### config.mk
export PLATFORM = sky130hd
export DESIGN_NAME = circular_deque
export DESIGN_NICKNAME = d
export VERILOG_FILES = /design/src/rtl/cdq_pkg.sv /design/src/rtl/cdq_ctrl.sv /design/src/rtl/cdq_datapath.sv /design/src/rtl/circular_deque.sv
export SDC_FILE = /design/constraint.sdc
export NUM_CORES = 1
export LEC_CHECK = 0
export ABC_AREA = 0
export BUFFER_PORTS_ARGS = -buffer_cell sky130_fd_sc_hd__buf_2
export CAP_MARGIN = 10
export CORE_MARGIN = 2
export CORE_UTILIZATION = 55
export DETAILED_ROUTE_END_ITERATION = 6
export GPL_TIMING_DRIVEN = 0
export PLACE_DENSITY = 0.75
export SKIP_CTS_REPAIR_TIMING = 1
export SLEW_MARGIN = 15
export SYNTH_ARGS = -nofsm -noshare
export SYNTH_HDL_FRONTEND = slang
export SYNTH_SLANG_ARGS = --single-unit
### constraint.sdc
create_clock -name clk_i -period 5.31 [get_ports clk_i]
set_input_delay 0.531 -clock clk_i [delete_from_list [all_inputs] [get_ports clk_i]]
set_output_delay 0.531 -clock clk_i [all_outputs]
set_load 0.01 [all_outputs]
### src/rtl/cdq_pkg.sv
// Shared types and constants for the circular deque.
package cdq_pkg;

  localparam int unsigned DEPTH_DEF = 8;
  localparam int unsigned DATA_W    = 32;
  localparam int unsigned OP_W      = 3;
  localparam int unsigned ST_W      = 2;
  localparam int unsigned IN_W      = 40;
  localparam int unsigned OUT_W     = 72;

  typedef enum logic [OP_W-1:0] {
    OP_PUSH_FRONT = 3'd0,
    OP_PUSH_REAR  = 3'd1,
    OP_POP_FRONT  = 3'd2,
    OP_POP_REAR   = 3'd3,
    OP_QUERY      = 3'd4
  } opcode_e;

  typedef enum logic [ST_W-1:0] {
    ST_DONE  = 2'd0,
    ST_FULL  = 2'd1,
    ST_EMPTY = 2'd2
  } status_e;

  // Commands from the controller to the datapath.
  typedef struct packed {
    logic cap;   // capture the accepted operation
    logic exec;  // update pointers and write the slot
    logic rd;    // read the front and rear slots
    logic load;  // load the output register
  } cmd_t;

endpackage

### src/rtl/cdq_ctrl.sv
// Controller state machine of the circular deque.
module cdq_ctrl (
  input  logic          clk_i,
  input  logic          rst_ni,
  input  logic          in_valid_i,
  output logic          in_ready_o,
  output logic          out_valid_o,
  input  logic          out_ready_i,
  output cdq_pkg::cmd_t cmd_o
);
  import cdq_pkg::*;

  typedef enum logic [3:0] {
    S_IDLE = 4'b0001,
    S_EXEC = 4'b0010,
    S_READ = 4'b0100,
    S_LOAD = 4'b1000
  } state_e;

  state_e state_q, state_d;
  logic   out_valid_q, out_valid_d;
  logic   load;

  assign in_ready_o  = (state_q == S_IDLE);
  assign out_valid_o = out_valid_q;
  assign load        = (state_q == S_LOAD) && (!out_valid_q || out_ready_i);

  always_comb begin
    state_d = state_q;
    unique case (state_q)
      S_IDLE: begin
        if (in_valid_i) state_d = S_EXEC;
      end
      S_EXEC: state_d = S_READ;
      S_READ: state_d = S_LOAD;
      S_LOAD: begin
        if (load) state_d = S_IDLE;
      end
      default: state_d = S_IDLE;
    endcase
  end

  always_comb begin
    out_valid_d = out_valid_q;
    if (load) begin
      out_valid_d = 1'b1;
    end else if (out_ready_i) begin
      out_valid_d = 1'b0;
    end
  end

  always_comb begin
    cmd_o.cap  = (state_q == S_IDLE) && in_valid_i;
    cmd_o.exec = (state_q == S_EXEC);
    cmd_o.rd   = (state_q == S_READ);
    cmd_o.load = load;
  end

  always_ff @(posedge clk_i or negedge rst_ni) begin
    if (!rst_ni) begin
      state_q     <= S_IDLE;
      out_valid_q <= 1'b0;
    end else begin
      state_q     <= state_d;
      out_valid_q <= out_valid_d;
    end
  end

endmodule

### src/rtl/cdq_datapath.sv
// Datapath of the circular deque: pointers, slot store and output register.
module cdq_datapath #(
  parameter int unsigned DEPTH = cdq_pkg::DEPTH_DEF
) (
  input  logic                        clk_i,
  input  logic                        rst_ni,
  input  cdq_pkg::cmd_t               cmd_i,
  input  logic [cdq_pkg::OP_W-1:0]    opcode_i,
  input  logic [cdq_pkg::DATA_W-1:0]  push_value_i,
  output logic [cdq_pkg::ST_W-1:0]    status_o,
  output logic                        is_empty_o,
  output logic                        is_full_o,
  output logic [cdq_pkg::DATA_W-1:0]  front_value_o,
  output logic [cdq_pkg::DATA_W-1:0]  rear_value_o
);
  import cdq_pkg::*;

  localparam int unsigned AW = (DEPTH > 1) ? $clog2(DEPTH) : 1;
  localparam logic [AW-1:0] LAST = AW'(DEPTH - 1);

  function automatic logic [AW-1:0] wrap_next(input logic [AW-1:0] i);
    logic [AW-1:0] r;
    r = (i == LAST) ? '0 : i + AW'(1);
    return r;
  endfunction

  function automatic logic [AW-1:0] wrap_prev(input logic [AW-1:0] i);
    logic [AW-1:0] r;
    r = (i == '0) ? LAST : i - AW'(1);
    return r;
  endfunction

  logic [DATA_W-1:0] mem [DEPTH];

  logic [OP_W-1:0]   op_q;
  logic [DATA_W-1:0] val_q;
  logic [AW-1:0]     front_q, front_d, rear_q, rear_d;
  logic              empty_q, empty_d;
  logic [ST_W-1:0]   st_q, st_d;
  logic              we;
  logic [AW-1:0]     waddr;
  logic              full;
  logic [DATA_W-1:0] front_rd_q, rear_rd_q;

  logic [ST_W-1:0]   status_q;
  logic              is_empty_q, is_full_q;
  logic [DATA_W-1:0] front_val_q, rear_val_q;

  assign full = !empty_q && (wrap_next(rear_q) == front_q);

  always_comb begin
    front_d = front_q;
    rear_d  = rear_q;
    empty_d = empty_q;
    st_d    = ST_DONE;
    we      = 1'b0;
    waddr   = '0;
    case (op_q) inside
      OP_PUSH_FRONT, OP_PUSH_REAR: begin
        if (full) begin
          st_d = ST_FULL;
        end else if (empty_q) begin
          front_d = '0;
          rear_d  = '0;
          empty_d = 1'b0;
          we      = 1'b1;
        end else if (op_q == OP_PUSH_FRONT) begin
          front_d = wrap_prev(front_q);
          waddr   = wrap_prev(front_q);
          we      = 1'b1;
        end else begin
          rear_d = wrap_next(rear_q);
          waddr  = wrap_next(rear_q);
          we     = 1'b1;
        end
      end
      OP_POP_FRONT, OP_POP_REAR: begin
        if (empty_q) begin
          st_d = ST_EMPTY;
        end else if (front_q == rear_q) begin
          empty_d = 1'b1;
          front_d = '0;
          rear_d  = '0;
        end else if (op_q == OP_POP_FRONT) begin
          front_d = wrap_next(front_q);
        end else begin
          rear_d = wrap_prev(rear_q);
        end
      end
      default: ;  // query and unused codes change nothing
    endcase
  end

  always_ff @(posedge clk_i or negedge rst_ni) begin
    if (!rst_ni) begin
      front_q <= '0;
      rear_q  <= '0;
      empty_q <= 1'b1;
    end else if (cmd_i.exec) begin
      front_q <= front_d;
      rear_q  <= rear_d;
      empty_q <= empty_d;
    end
  end

  always_ff @(posedge clk_i) begin
    if (cmd_i.cap) begin
      op_q  <= opcode_i;
      val_q <= push_value_i;
    end
    if (cmd_i.exec) begin
      st_q <= st_d;
    end
  end

  // Slot store: one write port, two registered read ports.
  always_ff @(posedge clk_i) begin
    if (cmd_i.exec && we) begin
      mem[waddr] <= val_q;
    end
  end

  always_ff @(posedge clk_i) begin
    if (cmd_i.rd) begin
      front_rd_q <= mem[front_q];
      rear_rd_q  <= mem[rear_q];
    end
  end

  always_ff @(posedge clk_i) begin
    if (cmd_i.load) begin
      status_q    <= st_q;
      is_empty_q  <= empty_q;
      is_full_q   <= full;
      front_val_q <= empty_q ? '0 : front_rd_q;
      rear_val_q  <= empty_q ? '0 : rear_rd_q;
    end
  end

  assign status_o      = status_q;
  assign is_empty_o    = is_empty_q;
  assign is_full_o     = is_full_q;
  assign front_value_o = front_val_q;
  assign rear_value_o  = rear_val_q;

endmodule

### src/rtl/circular_deque.sv
// Top level of the circular deque: controller and datapath.
//
// A double-ended queue of DEPTH signed 32-bit entries held in a circular
// slot store. Operations arrive on the slave stream; each one transfer
// carries an opcode (push front, push rear, pop front, pop rear, query)
// and a push value. For every operation exactly one result transfer leaves
// on the master stream with the status, the empty and full flags, and the
// front and rear entries, which read as zero when the deque is empty.
//
// The transfer captures the operation; the pointer update with slot write,
// the registered read of the front and rear slots and the output load then
// follow in that order. The next operation is accepted as soon as the
// previous result has been loaded, so the block does not take a new
// operation before it is through with the last one. This pace is set by
// the sequencing around the registered read ports of the slot store.
//
// Reset empties the deque and zeroes both pointers; the slot store itself is
// not cleared, since an entry is only reported after its push wrote it. When the
// receiver stalls, the result holds in the output register while the next
// operation is still taken in; that one then waits before its load until
// the pending result has been transferred.
module circular_deque #(
  parameter int unsigned DEPTH = cdq_pkg::DEPTH_DEF
) (
  input  logic                       clk_i,
  input  logic                       rst_ni,
  // tdata: opcode [2:0], push_value [34:3], zero padding [39:35]
  input  logic                       s_axis_tvalid_i,
  output logic                       s_axis_tready_o,
  input  logic [cdq_pkg::IN_W-1:0]   s_axis_tdata_i,
  // tdata: status [1:0], is_empty [2], is_full [3], front_value [35:4],
  //        rear_value [67:36], zero padding [71:68]
  output logic                       m_axis_tvalid_o,
  input  logic                       m_axis_tready_i,
  output logic [cdq_pkg::OUT_W-1:0]  m_axis_tdata_o
);
  import cdq_pkg::*;

  cmd_t              cmd;
  logic [ST_W-1:0]   status;
  logic              is_empty;
  logic              is_full;
  logic [DATA_W-1:0] front_value;
  logic [DATA_W-1:0] rear_value;

  cdq_ctrl u_ctrl (
    .clk_i       (clk_i),
    .rst_ni      (rst_ni),
    .in_valid_i  (s_axis_tvalid_i),
    .in_ready_o  (s_axis_tready_o),
    .out_valid_o (m_axis_tvalid_o),
    .out_ready_i (m_axis_tready_i),
    .cmd_o       (cmd)
  );

  cdq_datapath #(
    .DEPTH (DEPTH)
  ) u_datapath (
    .clk_i         (clk_i),
    .rst_ni        (rst_ni),
    .cmd_i         (cmd),
    .opcode_i      (s_axis_tdata_i[OP_W-1:0]),
    .push_value_i  (s_axis_tdata_i[OP_W+DATA_W-1:OP_W]),
    .status_o      (status),
    .is_empty_o    (is_empty),
    .is_full_o     (is_full),
    .front_value_o (front_value),
    .rear_value_o  (rear_value)
  );

  // The result fields are packed from the lowest bit up.
  assign m_axis_tdata_o = {4'b0000, rear_value, front_value, is_full, is_empty, status};

endmodule

### After elaboration in Yosys (flattened, before gate mapping)

Memory sizes are Yosys's and may differ from the RTL's. A register that Yosys moved wholly into a read port is not among the register bits.
Index checks and enable logic that the tools add are counted.

| word-level totals | value |
|---|---|
| register bits | 117 |
| memory bits (writable) | 256 |
| bits of input ports | 44 |
| output and inout bits | 74 |
| logic and storage cells | 97 |
| memories | 1 |

Memories:

| name | depth | width | read ports | clocked after memory_dff | write ports | line | RTL |
|---|---|---|---|---|---|---|---|
| u_datapath.mem | 8 | 32 | 2 | 2 | 1 | cdq_datapath.sv:33 | `logic [DATA_W-1:0] mem [DEPTH];` |

| cells by class | value |
|---|---|
| $add $sub $neg | 4 |
| eq/ne operators | 18 |
| mux-type cells | 42 |
| reductions and logical operators | 19 |

Operators by type and width:

| cell | number |
|---|---|
| $mux 3 | 24 |
| $pmux 4 s4 | 1 |
| $mux 1 | 12 |
| $reduce_and 6->1 | 2 |
| $logic_not 3->1 | 3 |
| $mux 4 | 2 |
| $add 3x1->3 const B | 2 |
| $eq 3x2->1 const B | 2 |
| $eq 3x3->1 | 2 |
| $eq 3x3->1 const B | 2 |
| $mux 2 | 3 |
| $ne 2x2->1 const B | 3 |
| $sub 3x1->3 const B | 2 |
| $eq 4x1->1 const B | 1 |
| $eq 4x2->1 const B | 1 |
| $eq 4x3->1 const B | 1 |
| $eq 4x4->1 const B | 1 |
| $logic_and 1x1->1 | 4 |
| $reduce_bool 2->1 | 2 |
| $reduce_or 2->1 | 2 |
| $eq 3x1->1 const B | 1 |
| $ne 3x1->1 const B | 1 |
| $ne 3x2->1 const B | 1 |
| $ne 3x3->1 const B | 1 |
| other kinds (6) | 7 |

### Depth between registers and ports, before layout

Gate-level depths: netlist (run 1).

| logic depth | value |
|---|---|
| depth in word-level cells | 9 |
| mapped depth | 9 |
| depth with buffers taken out | 6 |

### Hierarchy

A second synthesis (run 1) with hierarchy kept.

| second synthesis, totals | value |
|---|---|
| cell total of the unflattened synthesis | 932 |
| area, all modules | 18212.5 µm² |

By module, submodules not included:

| module | times used | cells an instance | area each (µm²) | sequential area each (µm²) |
|---|---|---|---|---|
| cdq_datapath | 1 | 899 | 17888.4 | 12938.7 |
| cdq_ctrl | 1 | 26 | 275.3 | 126.4 |
| circular_deque | 1 | 7 | 48.8 | 0.0 |

### Worst setup path before layout (run 1)

Ideal clock, no wire load.

| timing path | value |
|---|---|
| path type | reg2reg |
| start | register u_datapath.rear_q[1] |
| end | memory u_datapath.mem[6][0], enable pin |
| setup time | 0.501 ns |
| data arrival time | 4.996 ns |
| required time | 4.809 ns |
| setup slack | -0.188 ns |
| stages on the path, launching flop included | 9 |
| path buffers | 2 |
| clock period less this slack | 5.498 ns |
| cells stage by stage | dfrtp_1 buf_2 buf_1 inv_1 ha_1 nor2b_1 a311oi_2 nand3_1 nor4_1 |

| between the ends | value |
|---|---|
| word-level cells in the longest chain between the ends | 9 |
| elaborated cells between the ends (all ways) | 14 |
| classes of those cells | add/sub: 1; eq/ne: 2; mux: 9; reduce/logical: 2 |

Ends and longest elaborated chain:

| item | line | RTL |
|---|---|---|
| start, declared | cdq_datapath.sv:37 | `logic [AW-1:0] front_q, front_d, rear_q, rear_d;` |
| start signal, assigned | cdq_datapath.sv:101 | `rear_q <= rear_d;` |
| $add 3x1->3 / $eq 3x3->1 (equally long branches) | cdq_datapath.sv:23 | `r = (i == LAST) ? '0 : i + AW'(1);` |
| $mux 3 (*) | cdq_datapath.sv:23 |  |
| $eq 3x3->1 | cdq_datapath.sv:49 | `assign full = !empty_q && (wrap_next(rear_q) == front_q);` |
| $logic_and 1x1->1 | cdq_datapath.sv:49 |  |
| $mux 1 | cdq_datapath.sv:60 | `if (full) begin` |
| $mux 1 | cdq_datapath.sv:58 | `case (op_q) inside` |
| $logic_and 1x1->1 | cdq_datapath.sv:118 | `if (cmd_i.exec && we) begin` |
| $mux 1 | cdq_datapath.sv:118 |  |
| $mux 1 (implied by the code) | cdq_datapath.sv:119 | `mem[waddr] <= val_q;` |
| end, declared | cdq_datapath.sv:33 |  |

Mark *: on every way between the ends. The rest lies on a longest branch, timed or not.

### Worst setup path after layout (run 1)

| timing path | value |
|---|---|
| start | register u_datapath.front_q[1] |
| end | memory u_datapath.mem[0][18], enable pin |

| between the ends | value |
|---|---|
| word-level cells in the longest chain between the ends | 7 |
| elaborated cells between the ends (all ways) | 14 |
| classes of those cells | add/sub: 1; eq/ne: 1; mux: 9; reduce/logical: 3 |

Ends and longest elaborated chain:

| item | line | RTL |
|---|---|---|
| start, declared | cdq_datapath.sv:37 |  |
| start signal, assigned | cdq_datapath.sv:100 | `front_q <= front_d;` |
| branches (longest 7 deep; another with $sub 3x1->3) | - |  |

Parallel ways; which one is timed is not known.

==> run metrics, run 1 <==
dpl cell area 19,800 sq um; Post-Place Cells around 1,500; unrepaired setup endpoints after global routing false; core footprint 32,500 sq um; Yosys top cell by area edfxtp_1; fin cells ~1,600; f_max 227 MHz; GRT Total Usage 0.231; initial antenna violation count 0; Synth Instances 922; CTS sink cnt 437; mean post-synth cell area 19.8 sq um; dpl hpwl 24,700 microns; sequential area share after synthesis 0.717; CP Data Required Time 5.55 ns; share of cells above drive strength 1 0.360; Vias/cell 5.88; worst-margin pin slew 1.02 ns; post-synthesis async set-or-reset flop share 0.0275; YS warnings 0; Clock Tree Buf Depth 3; number of synthesized flops with an enable pin 425; Clock Latency Late Sink 0.54 ns; Post-synth top flop edfxtp_1; HP Start s_axis_tdata_i[1]; post-synth top area share 0.701; Num CTS Buffers 44; reg-to-reg endpoint u_datapath.mem[0][18]; Static Leak 7.19 nW; Final setup viols 0; total congestion overflow 0; Worst Reg-to-Reg Cells 10; Worst EP arrival ~4.6 ns; critical path class flip-flop to flip-flop; kind of end point of the critical path flip-flop; Tmin final 4.40 ns; reg-to-reg critical path startpoint u_datapath.front_q[1]; top fanout value on the critical path 10; Post-route DRC 0; Startpoint Class flip-flop; DR vias 9,288; global-route wire length before repair 57,900 microns; Die ar. 34,600 sq um; largest net degree at the start of global routing 43; status complete, no violations; Clock Skews 0.0171 ns; CTS tree built; slew margin rel. 0.316; Routed Antenna Nets 0; Die X 186 microns; initial core utilization 0.560; Worst Setup SP u_datapath.front_q[1]; synth top area cells edfxtp_1, mux4_2, nor2b_1; endpoints failing hold 0; max cap viols 0; pwr/cell area 491 nW/um^2; drt total wl 38,200 microns; register-to-register setup slack 0.91 ns; filler instances 2,154; Synth Register Bits 437; H-tree levels 2; n_diodes 0; Design Area, Final 21,200 sq um; final critical-path share of the clock period 0.829; count leader, synth edfxtp_1; vias in the first global route 9,784; Final Net Count 1,159; IR drop worst, VDD 0.000367 V; CTS Root Cell clkbuf_16; CTS clk-pin slew, worst paths ~0.06 ns; worst min path class input pin to flip-flop; IO buf count 108; synth unique cells 58; Top Ports 118; gpl congestion 0.851; Initial DRC Count 972; synthesized area 18,200 sq um; Critical Path Sink u_datapath.mem[0][18]; drt first pass iters 5; Row Count 66; per-cell routed wire length 24.2 microns; max-slew violations 0; die height 186 microns; synthesis-to-layout area growth 16.5%; top post-synthesis cells by count edfxtp_1, mux4_2, nand2_1, nor2b_1, mux2_2
-- cells by family after synthesis --
kind of cell               after synthesis  synth area share
adders and majority gates                8           0.00550
other                                    1          0.000206
AOI/OAI and AO/OA                       24            0.0117
muxes                                  168             0.183
xor gates and xnor gates                 5           0.00241
and+or+nand+nor                        211            0.0614
buffers and inverters                   68            0.0181
DFF                                    437             0.717
-- per-stage QoR --
stage               power, mW   util  setup WS (ns)  hold WS (ns)  TNS (ns)
CTS                      10.5  0.652          0.974        -0.109         0
global route             10.8  0.652          0.745         0.158         0
detailed placement       7.43  0.608           1.00         0.408         0
global placement         7.32  0.594          -2.12         0.408   -276.00
finish                   10.4  0.652          0.906         0.165         0
floorplan                6.55      -          0.738         0.235         0
-- worst max-delay path, stage by stage (launching register included) --
cell	delay, ns
dfrtp_1	0.48
buf_2	0.30
buf_1	0.65
inv_1	0.18
ha_1	0.26
nor3_1	0.25
o22a_1	0.25
o21bai_1	0.48
nor4b_4	0.77
buf_6	0.28
buf_6	0.19
-- routing by layer --
layer  track usage  routed length, microns  up-vias
met3        0.0383                    2510       76
met1         0.306                   15100     4777
met5             0                       0        -
met2         0.395                   19500      375
li1              -                       -     4060
met4        0.0731                    1080        0
-- layout make-up --
class / instances / area, sq um / area share
Multi-Input combinational cell: 420 / 4900 / 0.231
Clock buffer: 57 / 1190 / 0.0562
Timing Repair Buffer: 136 / 950 / 0.0448
Sequential cell: 437 / 13100 / 0.616
Tap cell: 442 / 553 / 0.0261
Inverter: 11 / 41.3 / 0.00195
Clock inverter: 20 / 218 / 0.0103
Buffer: 57 / 289 / 0.0136
-- placed cells by master (no fill, tap or decap), types with 3 or more instances in the layout --
master and n:
nand2_1 100, mux2_2 33, ha_1 8, clkinv_2 9, inv_1 10, buf_8 6, buf_6 13, buf_12 4
or3_1 3, conb_1 4, nor2_1 6, dfrtp_1 10, clkinv_1 7, clkbuf_1 30, buf_2 123, buf_1 9
buf_16 3, nor2b_1 69, a21oi_1 6, edfxtp_1 425, nor3_1 7, buf_4 14, clkbuf_16 45, mux4_2 128
xor2_1 3, mux2i_1 4, bufinv_16 5
-- worst min-delay path by stage --
stage	end	slack (ns)	cells past startpoint
6_report	u_datapath.op_q[1]	0.16	1
5_1_grt	u_datapath.op_q[1]	0.16	1
4_1_cts	u_datapath.front_q[0]	-0.11	1
3_5_place_dp	u_datapath.status_o[0]	0.41	0
3_3_place_gp	u_datapath.status_o[0]	0.41	0
2_1_floorplan	u_ctrl.out_valid_o	0.24	0
-- sequential cells by signal, summed over array words and instances (netlist names) --
name / flops
u_datapath.val_q: 32
u_datapath.op_q: 3
u_datapath.rear_value_o: 32
u_datapath.status_o: 2
u_datapath.front_value_o: 32
u_datapath.is_empty_o: 1
u_datapath.rear_q: 3
u_datapath.front_rd_q: 32
u_datapath.is_full_o: 1
u_datapath.front_q: 3
u_datapath.empty_q: 1
u_ctrl.state_q: 4
u_datapath.rear_rd_q: 32
u_datapath.mem: 256
u_datapath.st_q: 2
u_ctrl.out_valid_o: 1
-- report_power, final --
part / switching [mW] / total [mW] / internal [mW] / leakage, nW
Combinational: 1.65 / 2.99 / 1.34 / 2.49
Sequential: 0.169 / 4.38 / 4.21 / 4.00
Clock: 1.22 / 3.03 / 1.82 / 0.696
Total: 3.04 / 10.4 / 7.37 / 7.19
(Power assumes the default switching activity.)
==> inputs of run 2 (changes only) <==
ABC_AREA = 1   (was 0)
PLACE_DENSITY = 0.72   (was 0.75)
clock period = 4.4 ns   (was 5.31 ns; I/O delays follow)
==> run 2 against run 1 <==
Via count rose by 54%. Final cell count increased by 51%. Flip-flop and latch count stayed put. Core utilization decreased by 0.21 points. Worst setup slack worse by 0.30 ns. Non-clock buffer count grew 43. Clock skew is 0.0046 ns higher. Largest power group unchanged. Synthesized cell count grew 89%. First-iteration DRC count is 120% higher.
==> run metrics, run 2 <==
GRT Total Usage 0.286 (+0.0553); Yosys top cell by area edfxtp_1; commonest non-fill, non-tap cell in the layout edfxtp_1; Worst path max stage delay 0.66 ns (-0.11 ns); CTS Root Cell clkbuf_16; synthesis-to-layout area growth 15.8%; Final setup viols 0 (unchanged); Clock Latency Late Sink 0.56 ns (+0.02 ns); Num CTS Buffers 44 (unchanged); die height 189 microns (+1.7%); DR vias 14,290 (+54%); setup ws final 0.601 ns (-0.305 ns); Top Ports 118 (unchanged); critical path class flip-flop to flip-flop; CTS tree built; number of synthesized flops with an enable pin 425 (unchanged); final critical-path share of the clock period 0.863 (+0.0339); Die ar. 35,800 sq um (+3.5%); share of cells above drive strength 1 0.132 (-0.229); CTS sink cnt 437 (unchanged); synthesized area 18,900 sq um (+3.5%); Reg with most FFs u_datapath.mem; Synth Register Bits 437 (unchanged); Most common cell on crit path nand2_1; fin cells 2,393 (+51%); Clock Skews 0.0217 ns (+0.00459 ns); worst-margin pin slew 0.858 ns (-0.167 ns); synth top area cells edfxtp_1, o21ai_0, nand2_1; n_diodes 0 (unchanged); Synth Instances 1,742 (+89%); post-synthesis async set-or-reset flop share 0.0275 (unchanged); Post-route DRC 0 (unchanged); count leader, synth edfxtp_1; slowest CP cell nor2_4; status complete, no violations; sequential area share after synthesis 0.693 (-0.0245); per-cell routed wire length 21.6 microns (-11%); Final Net Count 1,965 (+70%); vias in the first global route 13,700 (+40%); Tot Pwr 14.2 mW (+36%); drt first pass iters 6 (+1); core footprint 33,600 sq um (+3.3%); mean post-synth cell area 10.8 sq um (-45%); dpl ws 0.694 ns (-0.310 ns); total congestion overflow 0 (unchanged); top post-synthesis cells by count edfxtp_1, o21ai_0, nand2_1, nor2_1, inv_1; f_max 263 MHz (+16%); kind of end point of the critical path flip-flop; IO buf count 108 (unchanged); CP Data Required Time 4.66 ns (-0.89 ns); max cap viols 0 (unchanged); fin util 0.650 (-0.00214); IR drop worst, VDD 0.000402 V (+9.5%); initial antenna violation count 1 (+1); drt total wl 51,600 microns (+35%); max FFs per register 256 (unchanged); filler instances 2,545 (+18%); Worst EP arrival 4.06 ns (-0.58 ns); Vias/cell 5.97 (+1.6%); gpl congestion 0.884 (+4.0%); worst min path class input pin to flip-flop; Die X 189 microns (+1.7%); global-route wire length before repair 77,000 microns (+33%); Post-synth top flop edfxtp_1; post-synth top area share 0.677 (-0.0239); dpl hpwl 34,400 microns (+39%); top fanout value on the critical path 20 (+10); unrepaired setup endpoints after global routing false; Row Count 67 (+1.5%); max-slew violations 0 (unchanged); cells along the critical path buf_6, inv_4, buf_4, buf_2, ha_1, or2_2, nand2_1, o21ai_0, nor2_1, nand2_1, nor2_4, buf_16; CTS clk-pin slew, worst paths 0.06 ns (about the same); largest net degree at the start of global routing 47 (+9.3%); Startpoint Class flip-flop; Clock Tree Buf Depth 3 (unchanged); Tmin final 3.80 ns (-0.605 ns); synth unique cells 28 (-52%); Post-Place Cells 2,314 (+54%); setup_tns 0 ns (unchanged); initial core utilization 0.561 (+0.00115); endpoints failing hold 0 (unchanged); YS warnings 0 (unchanged); H-tree levels 2 (unchanged); Static Leak 8.22 nW (+14%); pwr/cell area 649 nW/um^2 (+32%); Routed Antenna Nets 0 (unchanged); most frequent cells in the layout edfxtp_1, o21ai_0, nand2_1; Initial DRC Count 2,140 (+120%); slew margin rel. 0.428 (+0.112)
## run 2: cell types whose count changed after synthesis, sizes merged, moves of 12 or more
cell	before	now
mux4	128	0
mux2	36	0
nand2	101	252
o21ai	0	392
nand3	1	13
buf	37	62
inv	10	158
nor2b	69	0
nor2	9	221
clkbuf	20	52
a21oi	6	136
## run 2: kinds of logic after synthesis
| family | after synthesis | share of synthesized area |
|---|---|---|
| adders and majority gates | 8 | 0.00531 |
| other | 1 | 0.000199 |
| AOI/OAI and AO/OA | 530 | 0.141 |
| buffers and inverters | 272 | 0.0595 |
| and+or+nand+nor | 493 | 0.101 |
| DFF | 437 | 0.693 |
| xor gates and xnor gates | 1 | 0.000465 |
## run 2: metrics by stage
step,instance area (sq um),hold WS (ns)
6_report,21800,0.0508
5_1_grt,21800,0.0475
4_1_cts,21800,-0.224
3_5_place_dp,20400,0.357
3_3_place_gp,20000,0.347
2_1_floorplan,18900,0.144
## run 2: where the power goes
part	total (mW)	switching, mW	internal, mW
Sequential	5.39	0.227	5.16
Clock	3.78	1.55	2.23
Combinational	5.01	3.69	1.32
Total	14.2	5.47	8.71
## run 2: worst paths after layout
path	from	endpoint	slack (ns)	cells past startpoint
max	u_datapath.front_q[0]	u_datapath.mem[6][8]	0.60	12
min	s_axis_tdata_i[18]	u_datapath.val_q[15]	0.05	1
max reg2reg	u_datapath.front_q[0]	u_datapath.mem[6][8]	0.60	12
min reg2reg	u_datapath.st_q[0]	u_datapath.status_o[0]	0.42	0
max in group asynchronous	rst_ni	u_ctrl.state_q[0]	3.80	2
min in group asynchronous	rst_ni	u_ctrl.state_q[1]	0.31	2
## run 2: final cells by class
| class | instances | area (sq um) | share of cell area |
|---|---|---|---|
| Timing Repair Buffer | 122 | 886 | 0.0406 |
| Inverter | 158 | 598 | 0.0274 |
| Tap cell | 448 | 561 | 0.0257 |
| Clock inverter | 24 | 250 | 0.0115 |
| Buffer | 114 | 526 | 0.0241 |
| Multi-Input combinational cell | 1036 | 4750 | 0.218 |
| Sequential cell | 437 | 13100 | 0.598 |
| Clock buffer | 54 | 1200 | 0.0550 |
## run 2: critical path: cells and delay by family (launching register included)
kind | cells | cell delay (ns)
adder cells (fa/ha/maj) | 1 | 0.30
flip-flops | 1 | 0.55
AO/OA/AOI/OAI | 1 | 0.14
AND/OR/NAND/NOR | 5 | 1.36
buffers and inverters | 5 | 1.10
## run 2: routing by layer
layer	vias to the layer above	routed length, microns	GRT usage
met2	1052	23800	0.451
met1	6718	20000	0.385
met5	-	4	0
met4	2	1920	0.125
li1	6339	-	-
met3	179	5940	0.0658
==> inputs of run 3 (changes only) <==
==> constraint.sdc (replaced) <==
create_clock -name clk_i -period 4.4 [get_ports clk_i]
set_input_delay 0.88 -clock clk_i [delete_from_list [all_inputs] [get_ports clk_i]]
set_output_delay 0.88 -clock clk_i [all_outputs]
set_load 0.01 [all_outputs]
==> run 3 against run 2 <==
Wire length down 0.29%. Combinational power hardly changed. Worst setup slack lost 0.014 ns. Maximum frequency fell by 0.38%. Global-route usage is the same. Die area unchanged. Critical path depth is the same. Clock power about the same. Critical path type unchanged.
==> run metrics, run 3 (same netlist as run 2, synthesis figures left out) <==
synthesis-to-layout area growth 15.8% (about the same); register-to-register setup slack 0.59 ns (about the same); CTS sink cnt 437 (unchanged); total congestion overflow 0 (unchanged); core footprint 33,600 sq um (unchanged); DR vias 14,194 (-0.67%); pwr/cell area 648 nW/um^2 (-0.19%); initial antenna violation count 1 (unchanged); fin util 0.649 (about the same); status complete, no violations; final critical-path share of the clock period 0.867 (+0.00325); Clock Latency Late Sink 0.56 ns (about the same); dpl ws 0.694 ns (unchanged); Tot Pwr 14.2 mW (-0.24%); Routed Antenna Nets 0 (unchanged); Row Count 67 (unchanged); Final setup viols 0 (unchanged); worst-margin pin slew 0.852 ns (-0.00602 ns); global-route wire length before repair 77,000 microns (unchanged); kind of end point of the critical path flip-flop; max cap viols 0 (unchanged); CP Data Required Time 4.66 ns (about the same); die height 189 microns (unchanged); Post-route DRC 0 (unchanged); setup ws final 0.587 ns (-0.0143 ns); CTS clk-pin slew, worst paths 0.06 ns (about the same); H-tree levels 2 (unchanged); commonest non-fill, non-tap cell in the layout edfxtp_1; CTS tree built; drt total wl 51,400 microns (-0.29%); Num CTS Buffers 44 (unchanged); Die ar. 35,800 sq um (unchanged); Clock Tree Buf Depth 3 (unchanged); Final Net Count 1,964 (-0.051%); max FFs per register 256 (unchanged); endpoints failing hold 0 (unchanged); top fanout value on the critical path 20 (unchanged); Static Leak 8.22 nW (about the same); f_max 262 MHz (-0.38%); n_diodes 0 (unchanged); initial core utilization 0.561 (unchanged); max-slew violations 0 (unchanged); Top Ports 118 (unchanged); share of cells above drive strength 1 0.132 (about the same); Initial DRC Count 2,044 (-4.5%); Clock Skews 0.0234 ns (+0.00170 ns); Post-Place Cells 2,314 (unchanged); unrepaired setup endpoints after global routing false; gpl congestion 0.884 (unchanged); largest net degree at the start of global routing 47 (unchanged); Die X 189 microns (unchanged); per-cell routed wire length 21.5 microns (-0.25%); Startpoint Class flip-flop; critical path class flip-flop to flip-flop; CTS Root Cell clkbuf_16; IO buf count 108 (unchanged); worst min path class input pin to asynchronous set/reset pin; GRT Total Usage 0.286 (unchanged); Tmin final 3.81 ns (+0.0143 ns); Worst EP arrival 4.07 ns (about the same); Reg with most FFs u_datapath.mem; slew margin rel. 0.432 (+0.00401); setup_tns 0 ns (unchanged); drt first pass iters 6 (unchanged); IR drop worst, VDD 0.000402 V (-0.12%); fin cells 2,392 (-0.042%); vias in the first global route 13,700 (unchanged); dpl hpwl 34,400 microns (unchanged); most frequent cells in the layout edfxtp_1, o21ai_0, nand2_1; Vias/cell 5.93 (-0.63%)
[run 3: cell types whose count changed in the layout (fill, tap and decap cells not counted), sizes merged]
| cell | delta |
|---|---|
| dlygate4sd3 | -1 |
[run 3: report_power, final]
part	leakage [nW]	internal [mW]	switching [mW]	total [mW]
combinational	3.50	1.32	3.67	4.99
clock	0.715	2.23	1.55	3.78
sequential	4.00	5.16	0.226	5.39
[run 3: area by class of cell]
class / instances / area (sq um)
sequential: 437 / 13100
inverter: 158 / 598
fill: 2548 / 11800
timing repair buffer: 121 / 876
clock buffer: 54 / 1200
clock inverter: 24 / 250
tap: 448 / 561
multi-input combinational: 1036 / 4750
buffer: 114 / 526
[run 3: routing by layer]
layer,vias to the layer above,global-route usage,routed length (microns)
met5,-,0,13
met4,2,0.125,1880
met3,151,0.0658,6280
met2,1049,0.451,23800
met1,6653,0.385,19500
li1,6339,-,-
[run 3: critical path: stages, from the launching register on]
cell	delay (ns)
dfrtp_1	0.55
buf_6	0.23
inv_4	0.09
buf_4	0.21
buf_2	0.35
ha_1	0.30
or2_2	0.31
nand2_1	0.07
o21ai_0	0.14
nor2_1	0.17
nand2_1	0.16
nor2_4	0.66
buf_16	0.23
[run 3: through the flow]
| step | hold WS, ns | area [sq um] |
|---|---|---|
| 2_1_floorplan | 0.400 | 18900 |
| 3_3_place_gp | 0.412 | 20000 |
| 3_5_place_dp | 0.412 | 20400 |
| 4_1_cts | 0.216 | 21800 |
| 5_1_grt | 0.231 | 21800 |
| 6_report | 0.217 | 21800 |
[run 3: final timing paths]
kind / startpoint / to / depth (start not counted)
min: rst_ni / u_ctrl.state_q[1] / 1
max: u_datapath.front_q[0] / u_datapath.mem[6][8] / 12
min in group clk_i: u_datapath.st_q[0] / u_datapath.status_o[0] / 0
max in group asynchronous: rst_ni / u_datapath.empty_q / 1
min reg2reg: u_datapath.st_q[0] / u_datapath.status_o[0] / 0
max reg2reg: u_datapath.front_q[0] / u_datapath.mem[6][8] / 12
